File: config.mk
export PLATFORM = sky130hd
export DESIGN_NAME = fat12_seq
export DESIGN_NICKNAME = d
export VERILOG_FILES = /design/src/rtl/core/fat12_pkg.sv /design/src/rtl/core/fat12_seq.sv
export VERILOG_INCLUDE_DIRS = /design/src /design/src/rtl/core
export SDC_FILE = /design/constraint.sdc
export NUM_CORES = 1
export LEC_CHECK = 0
export BUFFER_PORTS_ARGS = -buffer_cell sky130_fd_sc_hd__buf_2
export CELL_PAD_IN_SITES_DETAIL_PLACEMENT = 1
export CELL_PAD_IN_SITES_GLOBAL_PLACEMENT = 2
export CORE_UTILIZATION = 35
export CTS_CLUSTER_DIAMETER = 200
export CTS_CLUSTER_SIZE = 40
export DETAILED_ROUTE_END_ITERATION = 12
export PLACE_DENSITY = 0.88
export SETUP_SLACK_MARGIN = 0.15
export SLEW_MARGIN = 20
export SYNTH_ARGS = -nofsm -noshare
export SYNTH_HDL_FRONTEND = slang
export SYNTH_SLANG_ARGS = --single-unit
File: constraint.sdc
create_clock -name clk -period 12.7 [get_ports clk]
set_clock_uncertainty 0.1 [all_clocks]
set_input_delay 0.635 -clock clk [delete_from_list [all_inputs] [get_ports clk]]
set_output_delay 0.635 -clock clk [all_outputs]
set_load 0.1 [all_outputs]
File: src/rtl/core/assert_macros.svh
// assertion macros shared by the rtl modules
// no dependencies
`ifndef ASSERT_MACROS_SVH
`define ASSERT_MACROS_SVH

// implication checked at every edge outside reset
`define ASSERT_IMPL(lbl, ante, cons, msg) \
  lbl: assert property (@(posedge clk) disable iff (!rst_n) (ante) |-> (cons)) \
    else $error(msg);

// implication checked in the cycle after the antecedent
`define ASSERT_NEXT(lbl, ante, cons, msg) \
  lbl: assert property (@(posedge clk) disable iff (!rst_n) (ante) |=> (cons)) \
    else $error(msg);

`endif

File: src/rtl/core/fat12_pkg.sv
// types, constants and helpers for the fat12 cluster table engine
// no dependencies
package fat12_pkg;

  localparam int TABLE_BYTES_DEF  = 6144;
  localparam int SECTOR_BYTES     = 512;
  localparam logic [11:0] END_MARK   = 12'hFFF;
  localparam logic [11:0] CHAIN_END  = 12'hFF8;

  typedef enum logic [2:0] {
    FN_LOAD  = 3'd0,
    FN_READ  = 3'd1,
    FN_GET   = 3'd2,
    FN_SET   = 3'd3,
    FN_FIND  = 3'd4,
    FN_FREE  = 3'd5,
    FN_CLEAN = 3'd6,
    FN_NOP   = 3'd7
  } func_t;

  typedef enum logic {
    CFG_TOTAL   = 1'b0,
    CFG_SECTORS = 1'b1
  } cfg_idx_t;

  typedef enum logic [3:0] {
    ST_IDLE,
    ST_LOC,
    ST_RD0,
    ST_RD1,
    ST_WAIT,
    ST_EVAL,
    ST_WR1,
    ST_DONE
  } state_t;

  typedef struct packed {
    logic [2:0]  func;
    logic [12:0] byte_index;
    logic [7:0]  byte_value;
    logic [11:0] cluster;
    logic [11:0] entry_value;
  } in_item_t;

  typedef struct packed {
    logic [7:0]  read_byte;
    logic [11:0] entry;
    logic [11:0] found_cluster;
    logic [11:0] freed_count;
    logic        dirty;
  } out_item_t;

  // memory request from the sequencer to the ram
  typedef struct packed {
    logic        en;
    logic        we;
    logic [12:0] addr;
    logic [7:0]  wdata;
  } mem_req_t;

endpackage

File: src/rtl/core/fat12_seq.sv
// operation sequencer: loads and reads table bytes, and reads, modifies and writes back table entries
// depends on fat12_pkg and assert_macros.svh
`include "assert_macros.svh"
module fat12_seq #(
  parameter int TABLE_BYTES = fat12_pkg::TABLE_BYTES_DEF
) (
  input  logic                 clk,
  input  logic                 rst_n,
  input  logic                 start,
  output logic                 busy,
  input  fat12_pkg::in_item_t  in_item,
  input  logic [11:0]          num_clusters,
  input  logic [3:0]           fat_sectors,
  output fat12_pkg::mem_req_t  mreq,
  input  logic [7:0]           mrdata,
  output logic                 out_valid,
  output fat12_pkg::out_item_t out_item
);
  import fat12_pkg::*;

  localparam int AW = $clog2(TABLE_BYTES);

  state_t      state_r, state_nxt;
  in_item_t    op_r, op_nxt;
  logic [11:0] cur_r, cur_nxt;      // cluster being worked on
  logic [12:0] off_r, off_nxt;      // word offset
  logic [7:0]  lo_r, lo_nxt;
  logic [11:0] cnt_r, cnt_nxt;      // chain steps
  logic        dirty_r, dirty_nxt;
  logic [7:0]  rb_r, rb_nxt;
  logic [11:0] res_r, res_nxt;
  logic [13:0] tsize_r;             // usable table bytes
  logic [12:0] ccnt;                // cluster count + 2

  // table size: sectors * 512, capped
  always_ff @(posedge clk) begin
    if ((14'(fat_sectors) << 9) > 14'(TABLE_BYTES)) begin
      tsize_r <= 14'(TABLE_BYTES);
    end else begin
      tsize_r <= 14'(fat_sectors) << 9;
    end
  end

  assign ccnt = 13'(num_clusters) + 13'd2;

  logic [12:0] off_c;
  logic        inrange;
  logic [15:0] word;
  logic [11:0] ent;
  logic [15:0] nword;

  always_comb begin
    off_c   = 13'((14'(cur_r) * 14'd3) >> 1);
    inrange = (cur_r >= 12'd2) && (13'(cur_r) < ccnt) && (14'(off_c) + 14'd1 < tsize_r);
    word    = {mrdata, lo_r};
    ent     = cur_r[0] ? word[15:4] : word[11:0];
    if (cur_r[0]) begin
      nword = {(op_r.func == FN_SET) ? op_r.entry_value : 12'h000, word[3:0]};
    end else begin
      nword = {word[15:12], (op_r.func == FN_SET) ? op_r.entry_value : 12'h000};
    end
  end

  always_ff @(posedge clk) begin
    if (!rst_n) begin
      state_r <= ST_IDLE;
      dirty_r <= 1'b0;
    end else begin
      state_r <= state_nxt;
      dirty_r <= dirty_nxt;
    end
  end

  always_ff @(posedge clk) begin
    op_r  <= op_nxt;
    cur_r <= cur_nxt;
    off_r <= off_nxt;
    lo_r  <= lo_nxt;
    cnt_r <= cnt_nxt;
    rb_r  <= rb_nxt;
    res_r <= res_nxt;
  end

  always_comb begin
    state_nxt = state_r;
    op_nxt    = op_r;
    cur_nxt   = cur_r;
    off_nxt   = off_r;
    lo_nxt    = lo_r;
    cnt_nxt   = cnt_r;
    dirty_nxt = dirty_r;
    rb_nxt    = rb_r;
    res_nxt   = res_r;
    mreq      = '0;
    out_valid = 1'b0;
    out_item  = '0;
    busy      = (state_r != ST_IDLE);
    case (state_r)
      ST_IDLE: begin
        if (start) begin
          op_nxt  = in_item;
          cur_nxt = (in_item.func == FN_FIND) ? 12'd2 : in_item.cluster;
          cnt_nxt = '0;
          rb_nxt  = '0;
          res_nxt = '0;
          case (func_t'(in_item.func))
            FN_LOAD: begin
              mreq.en    = (14'(in_item.byte_index) < 14'(TABLE_BYTES));
              mreq.we    = 1'b1;
              mreq.addr  = 13'(in_item.byte_index[AW-1:0]);
              mreq.wdata = in_item.byte_value;
              state_nxt  = ST_DONE;
            end
            FN_READ: begin
              mreq.en   = (14'(in_item.byte_index) < 14'(TABLE_BYTES));
              mreq.addr = 13'(in_item.byte_index[AW-1:0]);
              state_nxt = ST_WAIT;
            end
            FN_CLEAN: begin
              dirty_nxt = 1'b0;
              state_nxt = ST_DONE;
            end
            FN_GET, FN_SET, FN_FIND, FN_FREE: state_nxt = ST_LOC;
            default: state_nxt = ST_DONE;
          endcase
        end
      end
      ST_WAIT: begin
        if (14'(op_r.byte_index) < 14'(TABLE_BYTES)) begin
          rb_nxt = mrdata;
        end
        state_nxt = ST_DONE;
      end
      ST_LOC: begin
        off_nxt = off_c;
        case (func_t'(op_r.func))
          FN_FIND: begin
            if (!(13'(cur_r) < ccnt)) begin
              state_nxt = ST_DONE;
            end else begin
              state_nxt = ST_RD0;
            end
          end
          FN_FREE: begin
            if (cur_r >= 12'd2 && cur_r < CHAIN_END && cnt_r < num_clusters) begin
              state_nxt = ST_RD0;
            end else begin
              state_nxt = ST_DONE;
            end
          end
          default: state_nxt = ST_RD0;
        endcase
        // out of range entries never touch memory
        if (state_nxt == ST_RD0 && !inrange) begin
          state_nxt = ST_EVAL;
        end
        if (state_nxt == ST_RD0) begin
          mreq.en   = 1'b1;
          mreq.addr = off_c;
        end
      end
      ST_RD0: begin
        // low byte arrives while the high byte is requested
        lo_nxt    = mrdata;
        mreq.en   = 1'b1;
        mreq.addr = off_r + 13'd1;
        state_nxt = ST_RD1;
      end
      ST_RD1: begin
        // ram idle, high byte stays on mrdata
        state_nxt = ST_EVAL;
      end
      ST_EVAL: begin
        // lo_r and mrdata hold the word when in range
        case (func_t'(op_r.func))
          FN_GET: begin
            res_nxt   = inrange ? ent : END_MARK;
            state_nxt = ST_DONE;
          end
          FN_FIND: begin
            if (inrange && ent == 12'h000) begin
              res_nxt   = cur_r;
              state_nxt = ST_DONE;
            end else if (cur_r == 12'hFFF) begin
              state_nxt = ST_DONE;
            end else begin
              cur_nxt   = cur_r + 12'd1;
              state_nxt = ST_LOC;
            end
          end
          default: begin
            // set or free step
            if (inrange) begin
              mreq.en    = 1'b1;
              mreq.we    = 1'b1;
              mreq.addr  = off_r;
              mreq.wdata = nword[7:0];
              lo_nxt     = nword[15:8];
              dirty_nxt  = 1'b1;
              state_nxt  = ST_WR1;
            end else begin
              state_nxt = ST_WR1;
            end
            res_nxt = inrange ? ent : END_MARK;
          end
        endcase
      end
      ST_WR1: begin
        if (inrange) begin
          mreq.en    = 1'b1;
          mreq.we    = 1'b1;
          mreq.addr  = off_r + 13'd1;
          mreq.wdata = lo_r;
        end
        if (op_r.func == FN_FREE) begin
          cur_nxt   = res_r;
          cnt_nxt   = cnt_r + 12'd1;
          res_nxt   = '0;
          state_nxt = ST_LOC;
        end else begin
          res_nxt   = '0;
          state_nxt = ST_DONE;
        end
      end
      ST_DONE: begin
        out_valid              = 1'b1;
        out_item.read_byte     = rb_r;
        out_item.entry         = (op_r.func == FN_GET) ? res_r : 12'h000;
        out_item.found_cluster = (op_r.func == FN_FIND) ? res_r : 12'h000;
        out_item.freed_count   = (op_r.func == FN_FREE) ? cnt_r : 12'h000;
        out_item.dirty         = dirty_r;
        state_nxt              = ST_IDLE;
      end
      default: state_nxt = ST_IDLE;
    endcase
  end

  `ASSERT_NEXT(a_start_busy, start && !busy, busy, "accepted transaction did not raise busy")
  `ASSERT_IMPL(a_done_valid, state_r == ST_DONE, out_valid, "done without result strobe")
  `ASSERT_NEXT(a_one_strobe, out_valid, !out_valid, "result strobe held two cycles")
endmodule

* After elaboration in Yosys (flattened, before gate mapping)
Index checks and enable logic that the tools add are counted.
Storage, ports and cells: flip-flop bits (word level) 112, output and inout bits 70, input port bits 75
Cells by class: $mul 1, order comparisons 8, mux-type cells 60, add/sub/neg operators 5, equal/unequal tests 30, reductions and logical operators 26
Operator list (number):
- 12-bit two-way mux | 16
- 23-bit two-way mux | 4
- 12-bit case mux with 3 select lines | 2
- 13-bit case mux with 5 select lines | 1
- 45-bit two-way mux | 1
- 8-bit two-way mux | 5
- 8-bit case mux with 2 select lines | 2
- 4-bit case mux with 7 select lines | 1
- 13-bit less-than comparator, second input constant | 2
- 13-bit two-way mux | 2
- 12-bit by 1-bit adder with 12-bit output, second input constant | 2
- 12-bit case mux with 2 select lines | 1
- 8-bit case mux with 3 select lines | 1
- 4-bit by 2-bit equality test with 1-bit output, second input constant | 4
- 4-bit by 3-bit equality test with 1-bit output, second input constant | 4
- 16-bit two-way mux | 1
- 4-bit two-way mux | 4
- 2-bit != test, second input constant | 8
- 3-bit equality test, second input constant | 5
- 3-bit two-way mux | 5
- 13-bit by 1-bit adder with 14-bit output, second input constant | 1
- 14-bit less-than comparator | 1
- 12-bit by 2-bit multiplier with 14-bit output, second input constant | 1
- 12-bit by 2-bit adder with 13-bit output, second input constant | 1
- other kinds (32) | 55

* Longest topological paths before layout
Gate-level depths: netlist of the first run.
depth in word-level cells 13, mapped depth 21

* Worst setup path before layout of the first run
Ideal clock, no wire load.
path type register -> output, start register cur_r[1], end output mreq[4] in the netlist's numbering, required time 11.965 ns, buffers on the path 2, setup slack 5.591 ns, cell stages (with the launch flop) 21, arrival 6.374 ns, cells stage by stage edfxtp_1 > ha_1 > inv_1 > fa_1 > xnor2_1 > nand3_1 > nor4_2 > nand4_1 > nor3_4 > nand2_1 > xnor2_1 > ha_1 > a21oi_1 > and2b_2 > or4_4 > a41oi_1 > and2_1 > buf_6 > nand2_2 > buf_6 > o31ai_1
RTL lines:
- start: declaration | line fat12_seq.sv:25 | logic [11:0] cur_r, cur_nxt;
- start signal: assignment | line fat12_seq.sv:76 | cur_r <= cur_nxt;
- end: declaration | line fat12_seq.sv:14 | output fat12_pkg::mem_req_t mreq,

==> results of run 1 <==
[sequential cells by signal, summed over array words and instances, names as in the netlist]
signal	count
op_r	17
off_r	13
cnt_r	12
cur_r	12
res_r	12
lo_r	8
rb_r	8
tsize_r	4
state_r	3
dirty_r	1
[cell usage in the layout (no fill, tap or decap), types with 9 or more instances in the layout]
master,count
clkbuf_16,9
mux2i_1,19
o21ai_0,44
ha_1,51
inv_1,52
nand4_1,13
a31oi_1,17
buf_2,144
nand2_1,54
a22oi_1,11
nor2_1,43
xnor2_1,30
and3_1,29
nand3_1,27
and2_1,45
edfxtp_1,82
a21oi_1,22
xor2_1,20
[cell families after synthesis]
kind of cell               Yosys count  synth area share
buffers and inverters               90           0.06529
xor gates and xnor gates            51           0.06406
AOI/OAI and AO/OA                  184            0.1837
and+or+nand+nor                    256            0.1975
DFF                                 90            0.3699
muxes                               19           0.02682
adders and majority gates           52           0.09282
[final timing paths]
path	startpoint	endpoint	slack (ns)
max reg2reg	cur_r[1]	lo_r[4]	6.44
max	cur_r[1]	mreq[7]	5.38
min reg2reg	dirty_r	dirty_r	0.42
min	fat_sectors[2]	tsize_r[11]	0.31
[per-layer routing]
metal / global-route usage / vias to the layer above / routed length (um)
met5: 0 / - / 0
met4: 0.09474 / 0 / 750
met3: 0.03245 / 43 / 1090
met2: 0.3871 / 194 / 11390
met1: 0.3030 / 3089 / 10350
li1: - / 2978 / -
[worst max-delay path, delay by kind of cell (launching register included)]
kind                       cells  cell delay, ns
buffers and inverters          2            0.57
xor gates and xnor gates       2            0.43
DFF                            1            0.48
adders and majority gates      3            1.09
AOI/OAI and AO/OA              3            0.81
and+or+nand+nor                9            2.83
[cells in the mapped netlist, types with 20 or more instances]
cell,number,area share
edfxtp_1,82,0.35
ha_1,51,0.090
o21ai_0,44,0.031
and3_1,29,0.026
xnor2_1,30,0.037
and2_1,45,0.040
clkbuf_1,20,0.011
nand2_1,54,0.029
xor2_1,20,0.025
inv_1,52,0.028
nand3_1,27,0.019
a21oi_1,23,0.016
nor2_1,43,0.023
[power breakdown]
group | leakage, nW | switching (mW) | internal [mW]
Clock | 0.158 | 0.118 | 0.174
Combinational | 2.72 | 0.898 | 0.395
Sequential | 0.846 | 0.136 | 0.489
Total | 3.72 | 1.15 | 1.06
[final cells by class]
type                    count  area share
clock inverters             6     0.01091
multi-input cells         562      0.4865
repair buffers            151     0.09361
flip-flops and latches     90      0.3175
well taps                 265     0.04014
inverters                  52     0.02363
clock buffers              10     0.02772
[stage by stage]
step	hold WS (ns)	setup slack (ns)	instance area (um2)
floorplan	0.3522	5.591	7091
global placement	0.4160	6.160	7933
detailed placement	0.4230	5.807	7936
CTS	0.3037	5.302	8255
global route	0.3026	4.831	8260
finish	0.3131	5.384	8260
==> metrics.md, run 1 <==
| Metric | Value |
|---|---|
| H-tree levels | 3 |
| Kind of critical path | reg -> out |
| Slowest stage delay, CP | 0.77 ns |
| Area Growth Syn to Fin | 16.50% |
| DP Cell Count | 1,120 |
| Slew Viols, Final | 0 |
| Fin nets | 993 |
| Fill count | 2,344 |
| Non-Filler Instances | 1,136 |
| Setup TNS | 0 ns |
| Worst setup EP type | primary output |
| First-pass GRT wire length | 36,430 um |
| Critical path's slowest cell | and2_1 |
| Multi-input gate area | 0.004019 mm2 |
| Synth Flop Type | edfxtp_1 |
| Initial Utilization | 0.3608 |
| Design Power | 2.211 mW |
| Crit start category | flip-flop |
| GRT Total Usage | 0.2328 |
| Fin util | 0.4203 |
| Syn avg cell area | 9.556 um2 |
| Site Rows | 51 |
| Pin count of the biggest net entering global routing | 30 |
| Die W | 144.3 um |
| IO Pins | 145 |
| N_diodes | 0 |
| Hold Path Depth | 1 |
| Layout cell share with drive strength beyond 1 | 0.2273 |
| Root Driver | clkbuf_16 |
| DRC viols | 0 |
| DRT iter0 DRCs | 323 |
| Endpoints failing hold | 0 |
| Routed len/inst | 20.75 um |
| Seq cells post-synth | 90 |
| Outcome | finished clean |
| Synth Warn # | 0 |
| Core Footprint | 0.01965 mm2 |
| CTS tree | built |
| CP arrival | 6.58 ns |
| Max-slew headroom | 0.2746 |
| # hold bufs at CTS | 0 |
| Vias after detailed routing | 6,304 |
| Post-CTS Setup Bufs | 0 |
| Leak Pwr | 3.722 nW |
| Inserted Clock Buffers | 9 |
| TritonCTS Sinks | 90 |
| Worst min path class | in -> reg |
| Tmin final | 7.316 ns |
| CTS Buffer Depth | 2 |
| R2R cell count | 18 |
| Pre-Repair DR Iteration Count | 4 |
| DRT Wirelength | 23,580 um |
| Worst skew pair latency | 0.34 ns |
| Ys async rst share | 0 |
| DP HPWL | 18,470 um |
| Peak VDD IR | 0.1055 mV |
| Sequential area share after synthesis | 0.3699 |
| Initial antenna violation count | 0 |
| Power Density | 267.6 mW/mm2 |
| Reg area | 0.002623 mm2 |
| Routed Antenna Nets | 0 |
| Fmax | 136.7 MHz |
| Worst-path clk slew | 0.07 ns |
| Placer Congestion | 0.8393 |
| Total gr overflow | 0 |
| Final period utilization | 0.5761 |
| Cells after synthesis | 742 |
| Required time of the critical path | 11.97 ns |
| Die H | 144.3 um |
| Vias per cell | 5.549 |
| Crit-path cells | ha_1 -> inv_1 -> fa_1 -> xnor2_1 -> nand3_1 -> nor4_2 -> nand4_1 -> nor3_4 -> nand2_1 -> xnor2_1 -> ha_1 -> a21oi_1 -> and2b_2 -> or4_4 -> a41oi_1 -> and2_1 -> nand2_2 -> o31ai_1 -> buf_2 |
| Mapped Area | 0.007091 mm2 |
| Vias in the first global route | 6,413 |
| Post-synth EDFFs | 82 |
| Post-Synthesis Net Count | 869 |
| Count of different cell masters after synthesis | 85 |
| Post-CTS resize count | 0 |
| Unrepaired setup endpoints after global routing | false |
| Final setup viols | 0 |
| Port bufs | 144 |
| Die ar. | 0.02083 mm2 |
| Slew at the pin closest to its max-slew limit | 1.084 ns |
| Number of max-cap violations | 0 |
| Crit path max fanout | 23 |
Power figures use the tool's default switching activity.
==> run 2, diff against run 1 <==
clock period = 7.1 ns   (was 12.7 ns; I/O delays follow)
==> run 2 against run 1 <==
  * First-iteration DRC count is 17% higher
  * Clock-buffer cell count is the same
  * Sequential power grew 79%
  * Highest routed layer unchanged
==> metrics.md, run 2 (synthesized netlist as in run 1, its figures left out) <==
| Metric | Value |
|---|---|
| Most flops, register | op_r (unchanged) |
| Combinational share of power | 0.596 (was 0.585) |
| Final period utilization | 0.9299 |
| Total gr overflow | 0 (unchanged) |
| Placer Congestion | 0.8536 (was 0.8393) |
| Pre-Repair DR Iteration Count | 4 (unchanged) |
| Vias after detailed routing | 6,214 (was 6,304) |
| GRT Total Usage | 0.2292 (was 0.2328) |
| Worst-path clk slew | 0.06 ns (was 0.07 ns) |
| DRT Wirelength | 23,420 um (was 23,580 um) |
| First-pass GRT wire length | 35,600 um (was 36,430 um) |
| Psw | 2.084 mW (was 1.152 mW) |
| Core Footprint | 0.01965 mm2 (unchanged) |
| Commonest non-fill, non-tap cells in the layout | 135 x buf_2, 82 x edfxtp_1, 54 x nand2_1 (was 144 x buf_2, 82 x edfxtp_1, 54 x nand2_1) |
| Die H | 144.3 um (unchanged) |
| Leak Pwr | 3.733 nW (was 3.722 nW) |
| Number of max-cap violations | 0 (unchanged) |
| Slew at the pin closest to its max-slew limit | 1.075 ns (was 1.084 ns) |
| Kind of critical path | reg -> out (unchanged) |
| CTS Buffer Depth | 2 (unchanged) |
| Peak VDD IR | 0.1914 mV (was 0.1055 mV) |
| Worst skew pair latency | 0.34 ns (about the same) |
| TritonCTS Sinks | 90 (unchanged) |
| Die ar. | 0.02083 mm2 (unchanged) |
| Switching share of power | 0.5248 (was 0.5213) |
| Vias per cell | 5.460 (was 5.549) |
| Die W | 144.3 um (unchanged) |
| Routed Antenna Nets | 0 (unchanged) |
| Setup TNS | 0 ns (unchanged) |
| Placed Area | 0.008064 mm2 (was 0.007936 mm2) |
| Pin count of the biggest net entering global routing | 30 (unchanged) |
| Crit start category | flip-flop (unchanged) |
| DRT iter0 DRCs | 378 (was 323) |
| CP arrival | 6.15 ns (was 6.58 ns) |
| Routed len/inst | 20.58 um (was 20.75 um) |
| Worst setup EP type | primary output (unchanged) |
| Power Density | 473.5 mW/mm2 (was 267.6 mW/mm2) |
| Fin nets | 994 (was 993) |
| Required time of the critical path | 6.64 ns (was 11.97 ns) |
| # hold bufs at CTS | 0 (unchanged) |
| Slew Viols, Final | 0 (unchanged) |
| Clk network pwr share | 0.121 (was 0.132) |
| Fill count | 2,342 (was 2,344) |
| Area Growth Syn to Fin | 18.26% (was 16.50%) |
| DRC viols | 0 (unchanged) |
| Flop pwr share | 0.283 (about the same) |
| CTS tree | built (unchanged) |
| Final setup viols | 0 (unchanged) |
| Crit path max fanout | 23 (unchanged) |
| Port bufs | 144 (unchanged) |
| Vias in the first global route | 6,230 (was 6,413) |
| Root Driver | clkbuf_16 (unchanged) |
| Non-Filler Instances | 1,138 (was 1,136) |
| IO Pins | 145 (unchanged) |
| DP HPWL | 18,350 um (was 18,470 um) |
| Unrepaired setup endpoints after global routing | false (unchanged) |
| Internal Dissipation | 1.887 mW (was 1.058 mW) |
| Initial antenna violation count | 1 (was 0) |
| Max-slew headroom | 0.2806 (was 0.2746) |
| Max reg flops | 17 (unchanged) |
| H-tree levels | 3 (unchanged) |
| Worst min path class | in -> reg (unchanged) |
| Largest regs | op_r: 17 flops, off_r: 13 flops (unchanged) |
| Initial Utilization | 0.3608 (unchanged) |
| Endpoints failing hold | 0 (unchanged) |
| Outcome | finished clean (unchanged) |
| Commonest non-fill, non-tap cell in the layout | buf_2 (unchanged) |
| Site Rows | 51 (unchanged) |
| Layout cell share with drive strength beyond 1 | 0.2294 (was 0.2273) |
| Fmax | 151.5 MHz |
| Inserted Clock Buffers | 9 (unchanged) |
| DP Cell Count | 1,119 (was 1,120) |
| Post-layout instance area | 0.008386 mm2 (was 0.008260 mm2) |
| Tmin final | 6.602 ns |
run 2: cell count changes in the layout (fill, tap and decap cells not counted), sizes merged:
cell / before / now
diode: 0 / 1
clkinv: 3 / 2
clkinvlp: 0 / 1
bufinv: 2 / 1
inv: 53 / 54
buf: 151 / 152
run 2: per-stage QoR:
step	utilization	setup slack, ns	power [mW]	hold slack (ns)
global placement	0.4101	1.032	3.420	0.3699
detailed placement	0.4103	0.7566	3.464	0.3744
CTS	0.4252	0.3770	3.966	0.01682
finish	0.4267	0.4980	3.971	0.03754
floorplan	-	0.2714	2.872	0.3454
global route	0.4265	0.1575	4.213	0.03462
run 2: final cells by class:
cell class	count	area, um2	area share
Inverter	52	195.2	0.02328
Multi-Input combinational cell	562	4025	0.4800
Clock inverter	6	63.81	0.007610
Tap cell	265	331.6	0.03954
Clock buffer	10	229.0	0.02731
Sequential cell	90	2623	0.3127
Timing Repair Buffer	152	915.9	0.1092
Antenna cell	1	2.502	0.0002984
run 2: repair_timing:
| action | in CTS | in global routing |
|---|---|---|
| buffers inserted | 0 | 2 |
| gates resized for setup | 0 | 2 |
| setup endpoints to repair | 0 | 12 |
run 2: worst max-delay path, stage by stage (launching register included):
cell	delay, ns
edfxtp_1	0.48
ha_1	0.32
inv_1	0.09
fa_1	0.46
xnor2_1	0.33
nand3_1	0.15
nor4_2	0.33
nand4_1	0.21
nor3_4	0.25
nand2_1	0.13
xnor2_1	0.17
ha_1	0.31
a21oi_1	0.13
and2b_2	0.22
or4_4	0.42
a41oi_1	0.32
and2_1	0.18
buf_4	0.28
nand2_2	0.25
o31ai_1	0.52
buf_12	0.24
run 2: power by group through the flow:
stage / Sequential, mW / Clock [mW] / Combinational [mW]
floorplan: 1.01 / 0 / 1.86
global placement: 1.12 / 0 / 2.30
detailed placement: 1.13 / 0 / 2.34
CTS: 1.12 / 0.496 / 2.35
global route: 1.15 / 0.513 / 2.55
finish: 1.12 / 0.481 / 2.37
run 2: path summary, 6_finish.rpt:
check / start / endpoint / slack, ns / cells past startpoint
worst max register to register: cur_r[1] / res_r[7] / 1.26 / 18
worst min-delay path: fat_sectors[3] / tsize_r[12] / 0.04 / 1
worst max-delay path: cur_r[1] / mreq[4] / 0.50 / 20
worst min register to register: dirty_r / dirty_r / 0.38 / 2
run 2: routing by layer:
metal,up-vias,share of wire,global-route usage
met5,-,0,0
met4,0,0.027,0.07922
met3,31,0.043,0.03444
met2,168,0.49,0.3846
met1,3044,0.44,0.2989
li1,2971,-,-
